`src/assert_macros.svh`:
```
// ----------------------------------------------------------------------------
// assert_macros.svh
// Short forms for the concurrent checks used in the RTL.
// ----------------------------------------------------------------------------
`ifndef ASSERT_MACROS_SVH
`define ASSERT_MACROS_SVH

// Same-cycle implication, disabled while reset is high.
`define ASSERT_IMPL(label, clk, rst, ante, cons, msg) \
   label: assert property (@(posedge clk) disable iff (rst) (ante) |-> (cons)) \
      else $error(msg);

// Next-cycle implication, disabled while reset is high.
`define ASSERT_NEXT(label, clk, rst, ante, cons, msg) \
   label: assert property (@(posedge clk) disable iff (rst) (ante) |=> (cons)) \
      else $error(msg);

`endif

```
`src/swq_pkg.sv`:
```
// ----------------------------------------------------------------------------
// swq_pkg
// Shared types and codes of the semaphore wait queue.
// ----------------------------------------------------------------------------
package swq_pkg;

   localparam logic [1:0] OP_ACQUIRE  = 2'd0;
   localparam logic [1:0] OP_RELEASE  = 2'd1;
   localparam logic [1:0] OP_WITHDRAW = 2'd2;

   typedef enum logic [1:0] {
      ST_IDLE,
      ST_SCAN,
      ST_RESP
   } swq_state_type;

   typedef struct packed {
      logic granted;
      logic queued;
      logic overflow;
      logic woken_valid;
      logic found;
   } swq_flags_type;

endpackage

```
`src/swq_ram.sv`:
```
// ----------------------------------------------------------------------------
// swq_ram
// Generic single-write, single-read RAM with registered read data.
// ----------------------------------------------------------------------------
module swq_ram #(
   parameter int WIDTH = 4,
   parameter int DEPTH = 8
) (
   input  logic                     clock,
   input  logic                     wr_en,
   input  logic [$clog2(DEPTH)-1:0] wr_addr,
   input  logic [WIDTH-1:0]         wr_data,
   input  logic [$clog2(DEPTH)-1:0] rd_addr,
   output logic [WIDTH-1:0]         rd_data
);

   logic [WIDTH-1:0] mem_ff [DEPTH];
   logic [WIDTH-1:0] rd_data_ff;

   always_ff @(posedge clock) begin
      if (wr_en) begin
         mem_ff[wr_addr] <= wr_data;
      end
      rd_data_ff <= mem_ff[rd_addr];
   end

   assign rd_data = rd_data_ff;

endmodule

```
`src/semaphore_with_wait_queue_unit.sv`:
```
// ----------------------------------------------------------------------------
// semaphore_with_wait_queue_unit
// Binary semaphore with an in-order wait queue of task ids held in a RAM.
// ----------------------------------------------------------------------------
//  Channel  Dir  Handshake                  Word
//  req_     in   req_valid / req_ready      opcode, task id
//  rsp_     out  rsp_valid / rsp_ready      grant, queue, overflow, wake, withdraw
//  csr_     in   csr_write_enable (no wait) starts_available, loaded into flag
//
//  Acquire, release on an empty queue and the unused opcode answer without a scan.
//  Withdraw and release on a non-empty queue scan the whole queue first: the scan
//  reads one queue entry per cycle through the single RAM read port.
//  Reset (synchronous): flag set, queue empty; queue RAM is not cleared.
//  A result waits in the output register; a new word is taken meanwhile, and
//  its result is held back until the output register is free.
// ----------------------------------------------------------------------------
`include "assert_macros.svh"

module semaphore_with_wait_queue_unit #(
   parameter int QUEUE_DEPTH  = 8,
   parameter int TASK_ID_BITS = 4
) (
   input  logic                    clock,
   input  logic                    reset,
   // request
   input  logic                    req_valid,
   output logic                    req_ready,
   input  logic [1:0]              req_opcode,
   input  logic [TASK_ID_BITS-1:0] req_task_id,
   // response
   output logic                    rsp_valid,
   input  logic                    rsp_ready,
   output logic                    rsp_granted,
   output logic                    rsp_queued,
   output logic                    rsp_overflow,
   output logic                    rsp_woken_valid,
   output logic [TASK_ID_BITS-1:0] rsp_woken_task,
   output logic                    rsp_withdrawn_found,
   output logic                    rsp_has_waiters,
   // configuration
   input  logic                    csr_write_enable,
   input  logic                    csr_write_data
);

   import swq_pkg::*;

   localparam int AW = $clog2(QUEUE_DEPTH);
   localparam int CW = $clog2(QUEUE_DEPTH + 1);
   localparam logic [CW-1:0] DEPTH_C = CW'(QUEUE_DEPTH);

   // control state
   swq_state_type             state_ff, state_in;
   logic                      flag_ff, flag_in;
   logic [CW-1:0]             count_ff, count_in;
   logic                      rsp_valid_ff, rsp_valid_in;

   // working registers of the current word
   logic [1:0]                op_ff, op_in;
   logic [TASK_ID_BITS-1:0]   id_ff, id_in;
   logic [AW-1:0]             scan_ff, scan_in;   // index of entry arriving from RAM
   logic [CW-1:0]             wr_ff, wr_in;       // compaction write pointer
   logic                      first_ff, first_in;
   swq_flags_type             res_ff, res_in;
   logic [TASK_ID_BITS-1:0]   woken_ff, woken_in;

   // output register
   swq_flags_type             rsp_flags_ff, rsp_flags_in;
   logic [TASK_ID_BITS-1:0]   rsp_woken_ff, rsp_woken_in;
   logic                      rsp_waiters_ff, rsp_waiters_in;

   // queue RAM
   logic                      mem_we;
   logic [AW-1:0]             mem_waddr;
   logic [TASK_ID_BITS-1:0]   mem_wdata;
   logic [AW-1:0]             mem_raddr;
   logic [TASK_ID_BITS-1:0]   mem_rdata;

   // scan datapath: the one task id comparator
   logic [TASK_ID_BITS-1:0]   target;
   logic                      hit;
   logic                      last;
   logic [CW-1:0]             wr_next;

   swq_ram #(
      .WIDTH (TASK_ID_BITS),
      .DEPTH (QUEUE_DEPTH)
   ) u_queue (
      .clock   (clock),
      .wr_en   (mem_we),
      .wr_addr (mem_waddr),
      .wr_data (mem_wdata),
      .rd_addr (mem_raddr),
      .rd_data (mem_rdata)
   );

   always_comb begin
      // release takes the head entry as its target on the first scan step and
      // keeps it from the woken register after that
      target  = (op_ff == OP_RELEASE) ? (first_ff ? mem_rdata : woken_ff) : id_ff;
      hit     = (mem_rdata == target);
      last    = (CW'(scan_ff) == (count_ff - 1'b1));
      wr_next = hit ? wr_ff : (wr_ff + 1'b1);
   end

   always_comb begin
      state_in       = state_ff;
      flag_in        = flag_ff;
      count_in       = count_ff;
      rsp_valid_in   = rsp_valid_ff;
      op_in          = op_ff;
      id_in          = id_ff;
      scan_in        = scan_ff;
      wr_in          = wr_ff;
      first_in       = first_ff;
      res_in         = res_ff;
      woken_in       = woken_ff;
      rsp_flags_in   = rsp_flags_ff;
      rsp_woken_in   = rsp_woken_ff;
      rsp_waiters_in = rsp_waiters_ff;
      req_ready      = 1'b0;
      mem_we         = 1'b0;
      mem_waddr      = AW'(count_ff);
      mem_wdata      = req_task_id;
      mem_raddr      = '0;

      if (rsp_valid_ff && rsp_ready) begin
         rsp_valid_in = 1'b0;
      end

      case (state_ff)
         ST_IDLE: begin
            req_ready = 1'b1;
            mem_raddr = '0;            // head entry, in case a scan follows
            if (req_valid) begin
               op_in    = req_opcode;
               id_in    = req_task_id;
               res_in   = '0;
               woken_in = '0;
               scan_in  = '0;
               wr_in    = '0;
               first_in = 1'b1;
               state_in = ST_RESP;
               case (req_opcode)
                  OP_ACQUIRE: begin
                     if (flag_ff) begin
                        flag_in        = 1'b0;
                        res_in.granted = 1'b1;
                     end else if (count_ff >= DEPTH_C) begin
                        res_in.overflow = 1'b1;
                     end else begin
                        mem_we        = 1'b1;
                        count_in      = count_ff + 1'b1;
                        res_in.queued = 1'b1;
                     end
                  end
                  OP_RELEASE: begin
                     if (count_ff == '0) begin
                        flag_in = 1'b1;
                     end else begin
                        state_in = ST_SCAN;
                     end
                  end
                  OP_WITHDRAW: begin
                     if (count_ff != '0) begin
                        state_in = ST_SCAN;
                     end
                  end
                  default: begin
                  end
               endcase
            end
         end

         ST_SCAN: begin
            mem_raddr = AW'(scan_ff + 1'b1);
            mem_waddr = AW'(wr_ff);
            mem_wdata = mem_rdata;
            first_in  = 1'b0;
            if (first_ff && (op_ff == OP_RELEASE)) begin
               woken_in           = mem_rdata;
               res_in.woken_valid = 1'b1;
            end
            if (hit) begin
               res_in.found = (op_ff == OP_WITHDRAW);
            end else begin
               mem_we = 1'b1;
            end
            wr_in = wr_next;
            if (last) begin
               count_in = wr_next;
               state_in = ST_RESP;
            end else begin
               scan_in = scan_ff + 1'b1;
            end
         end

         ST_RESP: begin
            if (!rsp_valid_ff || rsp_ready) begin
               rsp_valid_in   = 1'b1;
               rsp_flags_in   = res_ff;
               rsp_woken_in   = woken_ff;
               rsp_waiters_in = (count_ff != '0);
               state_in       = ST_IDLE;
            end
         end

         default: begin
            state_in = ST_IDLE;
         end
      endcase

      // register write loads the flag directly; the user must write it only while idle, the block does not enforce this
      if (csr_write_enable) begin
         flag_in = csr_write_data;
      end
   end

   always_ff @(posedge clock) begin
      if (reset) begin
         state_ff     <= ST_IDLE;
         flag_ff      <= 1'b1;
         count_ff     <= '0;
         rsp_valid_ff <= 1'b0;
      end else begin
         state_ff     <= state_in;
         flag_ff      <= flag_in;
         count_ff     <= count_in;
         rsp_valid_ff <= rsp_valid_in;
      end
   end

   always_ff @(posedge clock) begin
      op_ff          <= op_in;
      id_ff          <= id_in;
      scan_ff        <= scan_in;
      wr_ff          <= wr_in;
      first_ff       <= first_in;
      res_ff         <= res_in;
      woken_ff       <= woken_in;
      rsp_flags_ff   <= rsp_flags_in;
      rsp_woken_ff   <= rsp_woken_in;
      rsp_waiters_ff <= rsp_waiters_in;
   end

   assign rsp_valid           = rsp_valid_ff;
   assign rsp_granted         = rsp_flags_ff.granted;
   assign rsp_queued          = rsp_flags_ff.queued;
   assign rsp_overflow        = rsp_flags_ff.overflow;
   assign rsp_woken_valid     = rsp_flags_ff.woken_valid;
   assign rsp_woken_task      = rsp_woken_ff;
   assign rsp_withdrawn_found = rsp_flags_ff.found;
   assign rsp_has_waiters     = rsp_waiters_ff;

   // checks
   `ASSERT_IMPL(a_count_bound, clock, reset, 1'b1, count_ff <= DEPTH_C, "queue count above depth")
   `ASSERT_IMPL(a_wr_behind_rd, clock, reset, state_ff == ST_SCAN, wr_ff <= CW'(scan_ff), "compaction write overtook read")
   `ASSERT_IMPL(a_acq_onehot, clock, reset, rsp_valid, $onehot0({rsp_granted, rsp_queued, rsp_overflow}), "acquire outcomes overlap")
   `ASSERT_NEXT(a_scan_shrinks, clock, reset, (state_ff == ST_SCAN) && last && (op_ff == OP_RELEASE) && first_ff, count_ff < $past(count_ff), "release did not shrink queue")

endmodule

```
`config.mk`:
```
export PLATFORM = sky130hd
export DESIGN_NAME = semaphore_with_wait_queue_unit
export DESIGN_NICKNAME = d
export VERILOG_FILES = /design/src/swq_pkg.sv /design/src/swq_ram.sv /design/src/semaphore_with_wait_queue_unit.sv
export VERILOG_INCLUDE_DIRS = /design/src /design/src/src
export SDC_FILE = /design/constraint.sdc
export NUM_CORES = 1
export LEC_CHECK = 0
export BUFFER_PORTS_ARGS = -buffer_cell sky130_fd_sc_hd__buf_2
export CAP_MARGIN = 20
export CORE_UTILIZATION = 56
export CTS_BUF_LIST = sky130_fd_sc_hd__clkbuf_4 sky130_fd_sc_hd__clkbuf_8
export CTS_CLUSTER_DIAMETER = 40
export CTS_CLUSTER_SIZE = 20
export DETAILED_ROUTE_END_ITERATION = 10
export GPL_TIMING_DRIVEN = 0
export PLACE_DENSITY = 0.78
export SYNTH_ARGS = -nofsm -noshare
export SYNTH_HDL_FRONTEND = slang
export SYNTH_SLANG_ARGS = --single-unit
```
`constraint.sdc`:
```
create_clock -name clock -period 1.93 [get_ports clock]
set_clock_uncertainty 0.2 [all_clocks]
set_input_delay 0.193 -clock clock [delete_from_list [all_inputs] [get_ports clock]]
set_output_delay 0.193 -clock clock [all_outputs]
set_load 0.05 [all_outputs]
```
Word level (Yosys, flattened, before mapping) --
Memories as Yosys holds them, arrays and structs flattened. A register that Yosys moved wholly into a read port is not among the register bits. Index checks and enable logic that the tools add are counted.
Storage, ports and cells: register bits after elaboration 41, bits in writable memories 32, input port bits 12, output and inout bits 12, logic and storage cells 120, memories kept 1
Memory list:
- u_queue.mem_ff | depth 8, bits a word 4, read ports 1, clocked after memory_dff 1, write ports 1, line swq_ram.sv:17 | logic [WIDTH-1:0] mem_ff [DEPTH];
Cells by class: add/subtract/negate cells 4, magnitude comparators 1, eq/ne operators 18, mux-type cells 51, bitwise gates (word level) 1, reductions and logical operators 22
Operator list (number):
- 2-to-1 mux 4 bit | 11
- one-hot mux 4 bit (2 select lines) | 3
- 2-to-1 mux 1 bit | 20
- != test 2 bit, second input constant | 8
- 2-to-1 mux 2 bit | 6
- 2-to-1 mux 3 bit | 4
- AND reduction 3 bit | 4
- adder 4 x 1 -> 4 bit, second input constant | 2
- one-hot mux 2 bit (2 select lines) | 2
- == test 2 x 1 -> 1 bit, second input constant | 3
- == test 2 bit, second input constant | 3
- one-hot mux 1 bit (2 select lines) | 3
- one-hot mux 2 bit (3 select lines) | 1
- one-hot mux 3 bit (2 select lines) | 1
- AND reduction 2 bit | 3
- AND reduction 6 bit | 1
- nonzero test 2 bit | 3
- == test 3 x 4 -> 1 bit | 1
- == test 4 bit | 1
- >= comparator 4 bit, second input constant | 1
- zero test 2 bit | 2
- zero test 4 bit | 1
- AND reduction 4 bit | 1
- nonzero test 4 bit | 1
- 10 further kinds | 11

Logic depth before layout (Yosys ltp) --
Gate-level depths: netlist of the first run.
word-level depth 8, mapped depth 9, gate-level depth less buffers 8

Hierarchy --
A second synthesis of the first run with hierarchy kept.
Second synthesis, totals: cells, all modules 232, area total of the unflattened synthesis 3389.5 um^2
Modules (own cells, without submodules):
- semaphore_with_wait_queue_unit | times used 1, cells an instance 169, area an instance 2019.4 um^2, sequential area each 1151.1 um^2
- swq_ram | times used 1, cells an instance 63, area an instance 1370.1 um^2, sequential area each 1041.0 um^2

Worst setup path after synthesis of the first run --
No wires, ideal clock.
path kind reg-to-reg, start reg count_ff[0], end reg scan_ff[0] (enable), arrival 1541 ps, data required time 1386 ps, path slack -156 ps, stages on the path, launching flop included 7, period minus slack after synthesis 2086 ps, cell sequence dfxtp_1 > inv_1 > ha_1 > xnor2_1 > nor3_2 > and2_1 > o21ai_0
On the way: longest elaborated chain between the ends 4
Ends and longest elaborated chain:
- start, declared | line semaphore_with_wait_queue_unit.sv:54 | logic [CW-1:0] count_ff, count_in;
- start signal, assigned | line semaphore_with_wait_queue_unit.sv:227 | count_ff <= count_in;
- subtractor 4 x 1 -> 4 bit | line semaphore_with_wait_queue_unit.sv:101 | last = (CW'(scan_ff) == (count_ff - 1'b1));
- == test 3 x 4 -> 1 bit | line semaphore_with_wait_queue_unit.sv:101
- != test 2 bit (no line)
- AND reduction 3 bit (no line)
- end signal, assigned | line semaphore_with_wait_queue_unit.sv:235 | scan_ff <= scan_in;
- end, declared | line semaphore_with_wait_queue_unit.sv:60 | logic [AW-1:0] scan_ff, scan_in;
Every way passes these cells. A chain may end at the register's enable or synchronous reset.

Worst setup path in the final report of the first run --
start reg woken_ff[3], end mem u_queue.mem_ff[1][1] (enable)
On the way: longest elaborated chain between the ends 7
Ends and longest elaborated chain:
- start, declared | line semaphore_with_wait_queue_unit.sv:64 | logic [TASK_ID_BITS-1:0] woken_ff, woken_in;
- start signal, assigned | line semaphore_with_wait_queue_unit.sv:239 | woken_ff <= woken_in;
- 2-to-1 mux 4 bit (2 in a row) | line semaphore_with_wait_queue_unit.sv:99 | target = (op_ff == OP_RELEASE) ? (first_ff ? mem_rdata : woken_ff) : id_ff;
- == test 4 bit | line semaphore_with_wait_queue_unit.sv:100 | hit = (mem_rdata == target);
- 2-to-1 mux 1 bit | line semaphore_with_wait_queue_unit.sv:183 | if (hit) begin
- one-hot mux 1 bit (2 select lines) | line semaphore_with_wait_queue_unit.sv:130 | case (state_ff)
- 2-to-1 mux 1 bit | line swq_ram.sv:21 | if (wr_en) begin
- 2-to-1 mux 1 bit (not written as such) | line swq_ram.sv:22 | mem_ff[wr_addr] <= wr_data;
- end, declared | line swq_ram.sv:17
Every way passes these cells.

==> reports/metrics.csv, run 1 <==
metric,value,unit
status,"complete, but fails checks",
failing checks,setup timing,
area share of the largest cell type after synthesis,57.6,%
Die X-Extent,79.8,um
Reg2Reg Depth,6,
Max Clk Rate,449,MHz
min cycle time layout,2.23,ns
class of the worst hold path,in2reg,
initial antenna violation count,0,
synth-to-layout area growth,29.5,%
internal power,2.88,mW
row count,27,
# diodes,0,
number of global-route vias before repair,2122,
"CTS clk-pin slew, worst paths",0.09,ns
die height,79.8,um
first-pass GRT wire length,10900,um
reg2reg end,u_queue.mem_ff[1][1],
Final setup viols,53,
r2r startpoint,woken_ff[3],
Filler Cells Inserted,309,
total CTS buffers,9,
switching power,0.891,mW
crit-path max cell delay,0.44,ns
Final HPWL DP,4180,um
vias,2276,
residual DRC count,0,
Sw Share,23.6,%
most instantiated cells after synthesis,"65 x edfxtp_1, 14 x nor2_1, 12 x dfxtp_1, 12 x inv_1, 12 x nand2_1",
RSZ-0062 raised after global routing,yes,
Worst Path Buf+Inv,1,
most used routing layer,met2,
R2R setup slack,-0.30,ns
sequential fraction of design power,50.8,%
GRT overflow,0,
critical path data required time,1.83,ns
slew of the pin with the lowest slew margin,0.587,ns
fin crit share,115,%
Nets,319,
area occupied by multi-input gates,1370,um^2
Root Buffer,clkbuf_8,
slowest CP cell,edfxtp_1,
Routed WL,8010,um
Post-synth ARST share,0,%
initial drt markers,178,
I/O pins,24,
met1 Resource Use GR,30.0,%
WP data arrival,2.12,ns
crit path kind,reg2reg,
H-tree Lvls,3,
Setup crit start kind,flop,
met2 GRT Util,39.4,%
prevailing post-synth register cell,edfxtp_1,
Max clock buf depth,2,
Worst-Skew Late Latency,0.37,ns
leading area contributor after synthesis,edfxtp_1,
CTS tree,done,
Area contributors post-synth,"edfxtp_1 58%, dfxtp_1 7.1%, ha_1 3.0%, xnor2_1 2.8%, mux2i_1 2.7%",
Post-Syn Instances,240,
Synth cell types,47,
Setup crit end,u_queue.mem_ff[1][1],
synth warn,0,
Logic pwr share,10.0,%
M3 GR Usage,7.89,%
Worst path depth,6,
pwr dens,861,nW/um^2
Port Buffers,22,
leakage power,1.58,nW
sequential fraction of the synthesis area,64.7,%
Post-synth EDFFs,65,
antenna-violating nets left,0,
GRT Util Overall,24.2,%
WHS,0.114,ns
largest net degree at the start of global routing,14,
"Avg Cell Area, Syn",14.1,um^2
top-count cell post-synth,edfxtp_1,
Crit path max-delay family,compound AO/OA/AOI/OAI gates,
Core ar.,5680,um^2
full die area,6360,um^2
GPL Wtd Cong,0.796,
fin util,77.2,%
drt pass-1 iters,7,
mapped cell area,3390,um^2
"Hold Vio Cnt, Final",0,
critical-path cell list,xor2_2 -> o41ai_4 -> nand2_2 -> a32oi_4 -> buf_12 -> nor2_4,
Worst Setup SP,woken_ff[3],
drt wl/cell,21.3,um
count of final max-slew check failures,0,
worst-path maximum fanout,4,
Via density,6.05,
Reg area,2200,um^2
fin worst setup slack,-0.296,ns
Crit. End Element,flop,
Yosys reg bits,77,
clock share of power,39.2,%
layout cells sized above 1,40.5,%
initial core utilization,59.7,%
max-capacitance violation count,0,
Slew headroom,60.7,%
clock sink count,77,
Worst VDD drop,1010,uV
syn nets,260,
## worst min path at each step
stage	start	endpoint	slack, ns	cells past startpoint
floorplan	req_task_id[0]	id_ff[0]	0.09	0
global placement	req_task_id[2]	id_ff[2]	0.19	1
detailed placement	req_task_id[0]	id_ff[0]	0.19	1
CTS	reset	rsp_valid	0.04	2
global route	reset	rsp_valid	0.12	2
finish	reset	rsp_valid	0.11	2
## power by group through the flow
| stage | clock, mW | combinational, mW | sequential (mW) |
|---|---|---|---|
| CTS | 1.46 | 0.318 | 1.91 |
| detailed placement | 0 | 0.278 | 1.95 |
| finish | 1.48 | 0.376 | 1.92 |
| floorplan | 0 | 0.150 | 2.00 |
| global route | 1.55 | 0.397 | 1.92 |
| global placement | 0 | 0.273 | 1.94 |
## flip-flops by register name (all words and copies together), names as in the netlist, 2 cells and up
name / cells
id_ff: 4
scan_ff: 3
state_ff: 2
woken_ff: 4
op_ff: 2
u_queue.mem_ff: 32
wr_ff: 4
rsp_woken_task: 4
u_queue.rd_data: 4
res_ff: 5
count_ff: 4
## layout by cell type, fill, tap and decap left out, types with 3 or more instances in the layout
cell            n
mux4_2          4
a21oi_1         8
and2_1          5
o21ai_0         3
nor2_1          5
nor3b_1         5
a31oi_1         4
a21oi_2         3
mux2i_1         8
nand3_1         3
nand2_1        10
bufinv_16       3
o22ai_1         8
nand2_2         3
buf_6           4
clkbuf_8        9
a21o_2          4
dlygate4sd3_1   9
inv_1           8
xnor2_1         7
xnor2_2         3
nor2_4          9
inv_2           4
buf_2          24
edfxtp_1       65
nor3_1          3
ha_1            6
dfxtp_1         8
buf_4          16
## cell families after synthesis
logic type / synth area share [%]
fa+ha+maj: 2.96
simple gates: 9.53
flops: 64.7
compound gates: 9.65
xor+xnor: 4.58
mux: 5.32
buf+inv: 3.21
## area by class of cell
| cell class | instances | area share [%] |
|---|---|---|
| Clock inverter | 6 | 2.54 |
| Tap cell | 72 | 2.06 |
| Timing Repair Buffer | 48 | 7.94 |
| Multi-Input combinational cell | 140 | 31.2 |
| Inverter | 15 | 1.71 |
| Clock buffer | 10 | 3.00 |
| Buffer | 8 | 1.28 |
| Sequential cell | 77 | 50.2 |
## per-layer routing
layer	up-vias	part of all wire, %
li1	1003	-
met1	1116	38
met2	125	53
met3	32	6.1
met4	0	3.1
met5	-	0
## through the flow
step                      setup WS [ns]  std cells  instance area, um^2  power [mW]  TNS (ns)
after global routing             -0.331        376                 4380        3.87    -13.12
after detailed placement         -0.401        334                 3600        2.22    -20.85
final                            -0.296        376                 4380        3.77    -10.27
after CTS                        -0.212        364                 4130        3.69     -6.80
after floorplan                 -0.0584        240                 3400        2.15    -0.935
after global placement           -0.325        334                 3600        2.22    -15.40
## timing repair
item | 4_1_cts | 5_1_grt
hold endpoints to repair | 8 | 0
setup buffers | 5 | 13
hold buffers | 9 | 0
pin swaps | 11 | 16
endpoints found under the setup margin | 91 | 86
gates resized for setup | 38 | 40
(Power assumes the default switching activity.)
==> run 2: changes to the inputs <==
--- a/config.mk
+++ b/config.mk
@@ -6,7 +6,7 @@
 export SDC_FILE = /design/constraint.sdc
 export NUM_CORES = 1
 export LEC_CHECK = 0
-export BUFFER_PORTS_ARGS = -buffer_cell sky130_fd_sc_hd__buf_2
+export BUFFER_PORTS_ARGS = -buffer_cell sky130_fd_sc_hd__buf_4
 export CAP_MARGIN = 20
 export CORE_UTILIZATION = 56
 export CTS_BUF_LIST = sky130_fd_sc_hd__clkbuf_4 sky130_fd_sc_hd__clkbuf_8
@@ -15,6 +15,7 @@
 export DETAILED_ROUTE_END_ITERATION = 10
 export GPL_TIMING_DRIVEN = 0
 export PLACE_DENSITY = 0.78
+export SKIP_CTS_REPAIR_TIMING = 1
 export SYNTH_ARGS = -nofsm -noshare
 export SYNTH_HDL_FRONTEND = slang
 export SYNTH_SLANG_ARGS = --single-unit
==> run 2 against run 1 <==
Against the previous run:
- the flow still finishes with violations (setup timing)
- worst hold slack got worse by 0.021 ns
- setup slack improved by 0.082 ns
- clock power fell by 24%
- sequential share of layout area rose by 0.65 points
- first-iteration DRC count fell by 1.1%
- via count fell by 2.6%
- register-to-register slack improved by 0.08 ns
- combinational power rose by 2%
- power fell by 9.2%
- critical path type unchanged
- highest routed layer unchanged
==> reports/metrics.csv, run 2 (synthesized netlist as in run 1, its figures left out) <==
metric,value,unit,change
status,"complete, but fails checks",,unchanged
failing checks,setup timing,,unchanged
Worst-Skew Late Latency,0.35,ns,was 0.37 ns
Routed WL,7350,um,was 8010 um
Setup crit start kind,flop,,unchanged
leakage power,1.56,nW,was 1.58 nW
layout cells sized above 1,38.0,%,was 40.5%
Final Instance Area,4330,um^2,was 4380 um^2
Slew headroom,59.0,%,was 60.7%
RSZ-0062 raised after global routing,yes,,unchanged
"Hold Vio Cnt, Final",0,,unchanged
Setup crit end,u_queue.mem_ff[7][0],,was u_queue.mem_ff[1][1]
pwr dens,792,nW/um^2,was 861 nW/um^2
Final HPWL DP,4280,um,was 4180 um
synth-to-layout area growth,27.9,%,was 29.5%
class of the worst hold path,in2reg,,unchanged
routed wl met3,478,um,was 491 um
GRT Util Overall,21.4,%,was 24.2%
Reg2Reg Depth,7,,was 6
worst-path maximum fanout,4,,unchanged
"commonest non-fill, non-tap cell in the layout",edfxtp_1,,unchanged
CTS tree,done,,unchanged
# diodes,0,,unchanged
fin crit share,111,%,was 115%
I/O pins,24,,unchanged
drt wl/cell,19.6,um,was 21.3 um
WHS,0.0921,ns,was 0.114 ns
max FFs per register,32,,unchanged
reg2reg end,u_queue.mem_ff[7][0],,was u_queue.mem_ff[1][1]
Via density,5.91,,was 6.05
Nets,318,,was 319
DR top layer,met4,,unchanged
WP data arrival,2.03,ns,was 2.12 ns
clock sink count,77,,unchanged
full die area,6360,um^2,unchanged
fin worst setup slack,-0.214,ns,was -0.296 ns
Max clock buf depth,2,,unchanged
r2r startpoint,woken_ff[0],,was woken_ff[3]
Core ar.,5680,um^2,unchanged
Final setup viols,42,,was 53
dpl cell area,3660,um^2,was 3600 um^2
critical path data required time,1.82,ns,was 1.83 ns
cell count of the worst hold path,2,,unchanged
drt pass-1 iters,5,,was 7
initial core utilization,59.7,%,unchanged
die height,79.8,um,unchanged
Metal-1 WL,2940,um,was 3040 um
Largest regs,"u_queue.mem_ff (32), res_ff (5)",,unchanged
Worst Setup SP,woken_ff[0],,was woken_ff[3]
total CTS buffers,9,,unchanged
min cycle time layout,2.14,ns,was 2.23 ns
max-capacitance violation count,0,,unchanged
initial antenna violation count,0,,unchanged
sum of negative setup slack,-6.56,ns,was -10.27 ns
Die X-Extent,79.8,um,unchanged
largest net degree at the start of global routing,16,,was 14
R2R setup slack,-0.21,ns,was -0.30 ns
number of global-route vias before repair,2050,,was 2122
residual DRC count,0,,unchanged
row count,27,,unchanged
first-pass GRT wire length,9700,um,was 10900 um
Port Buffers,22,,unchanged
Max Clk Rate,467,MHz,was 449 MHz
GPL Wtd Cong,0.797,,was 0.796
metal2 WL,3740,um,was 4230 um
Root Buffer,clkbuf_8,,unchanged
antenna-violating nets left,0,,unchanged
Filler Cells Inserted,323,,was 309
count of final max-slew check failures,0,,unchanged
vias,2217,,was 2276
most frequent cells in the layout,"65 x edfxtp_1, 35 x buf_4, 11 x nand2_1, 10 x inv_1",,"was 65 x edfxtp_1, 24 x buf_2, 16 x buf_4, 10 x nand2_1"
worst slack at placement,-0.395,ns,was -0.401 ns
Worst VDD drop,574,uV,was 1010 uV
H-tree Lvls,3,,unchanged
Largest Register,u_queue.mem_ff,,unchanged
Crit. End Element,flop,,unchanged
initial drt markers,176,,was 178
"CTS clk-pin slew, worst paths",0.08,ns,was 0.09 ns
slew of the pin with the lowest slew margin,0.612,ns,was 0.587 ns
GRT overflow,0,,unchanged
crit path kind,reg2reg,,unchanged
==> run 2: metal layers <==
| layer | vias up | GRT usage [%] |
|---|---|---|
| li1 | 1008 | - |
| met1 | 1081 | 26.9 |
| met2 | 107 | 34.1 |
| met3 | 21 | 6.86 |
| met4 | 0 | 8.93 |
| met5 | - | 0 |
==> run 2: metrics by stage <==
| stage | cells | util [%] | total power [mW] |
|---|---|---|---|
| final | 375 | 76.3 | 3.43 |
| after global routing | 375 | 76.3 | 3.53 |
| after CTS | 350 | 67.7 | 3.35 |
| after detailed placement | 334 | 64.5 | 2.24 |
| after global placement | 334 | 64.5 | 2.23 |
| after floorplan | 240 | - | 2.15 |
==> run 2: worst max-delay path, cell delays in order (launching register included) <==
cell,delay [ns]
edfxtp_1,0.43
xor2_2,0.18
o41ai_4,0.37
buf_6,0.18
nand2_4,0.07
a32oi_4,0.22
buf_12,0.17
nor2_4,0.06
==> run 2: worst min path at each step <==
| stage | startpoint | endpoint | slack [ns] |
|---|---|---|---|
| 2_1_floorplan | req_task_id[0] | id_ff[0] | 0.09 |
| 3_3_place_gp | req_task_id[2] | id_ff[2] | 0.18 |
| 3_5_place_dp | req_task_id[2] | id_ff[2] | 0.18 |
| 4_1_cts | req_task_id[2] | id_ff[2] | -0.19 |
| 5_1_grt | reset | rsp_valid | 0.09 |
| 6_report | reset | rsp_valid | 0.09 |
==> run 2: cell type report <==
| cell class | instances | area (um^2) | share of cell area (%) |
|---|---|---|---|
| Sequential cell | 77 | 2200 | 50.9 |
| Multi-Input combinational cell | 140 | 1330 | 30.6 |
| Timing Repair Buffer | 47 | 395 | 9.13 |
| Clock buffer | 9 | 124 | 2.86 |
| Tap cell | 72 | 90.1 | 2.08 |
| Inverter | 15 | 72.6 | 1.68 |
| Buffer | 8 | 60.1 | 1.39 |
| Clock inverter | 7 | 57.6 | 1.33 |
==> run 2: report_power, final <==
group / switching (mW) / internal (mW)
Clock: 0.647 / 0.484
Combinational: 0.230 / 0.151
Sequential: 0.0433 / 1.87
Total: 0.921 / 2.51
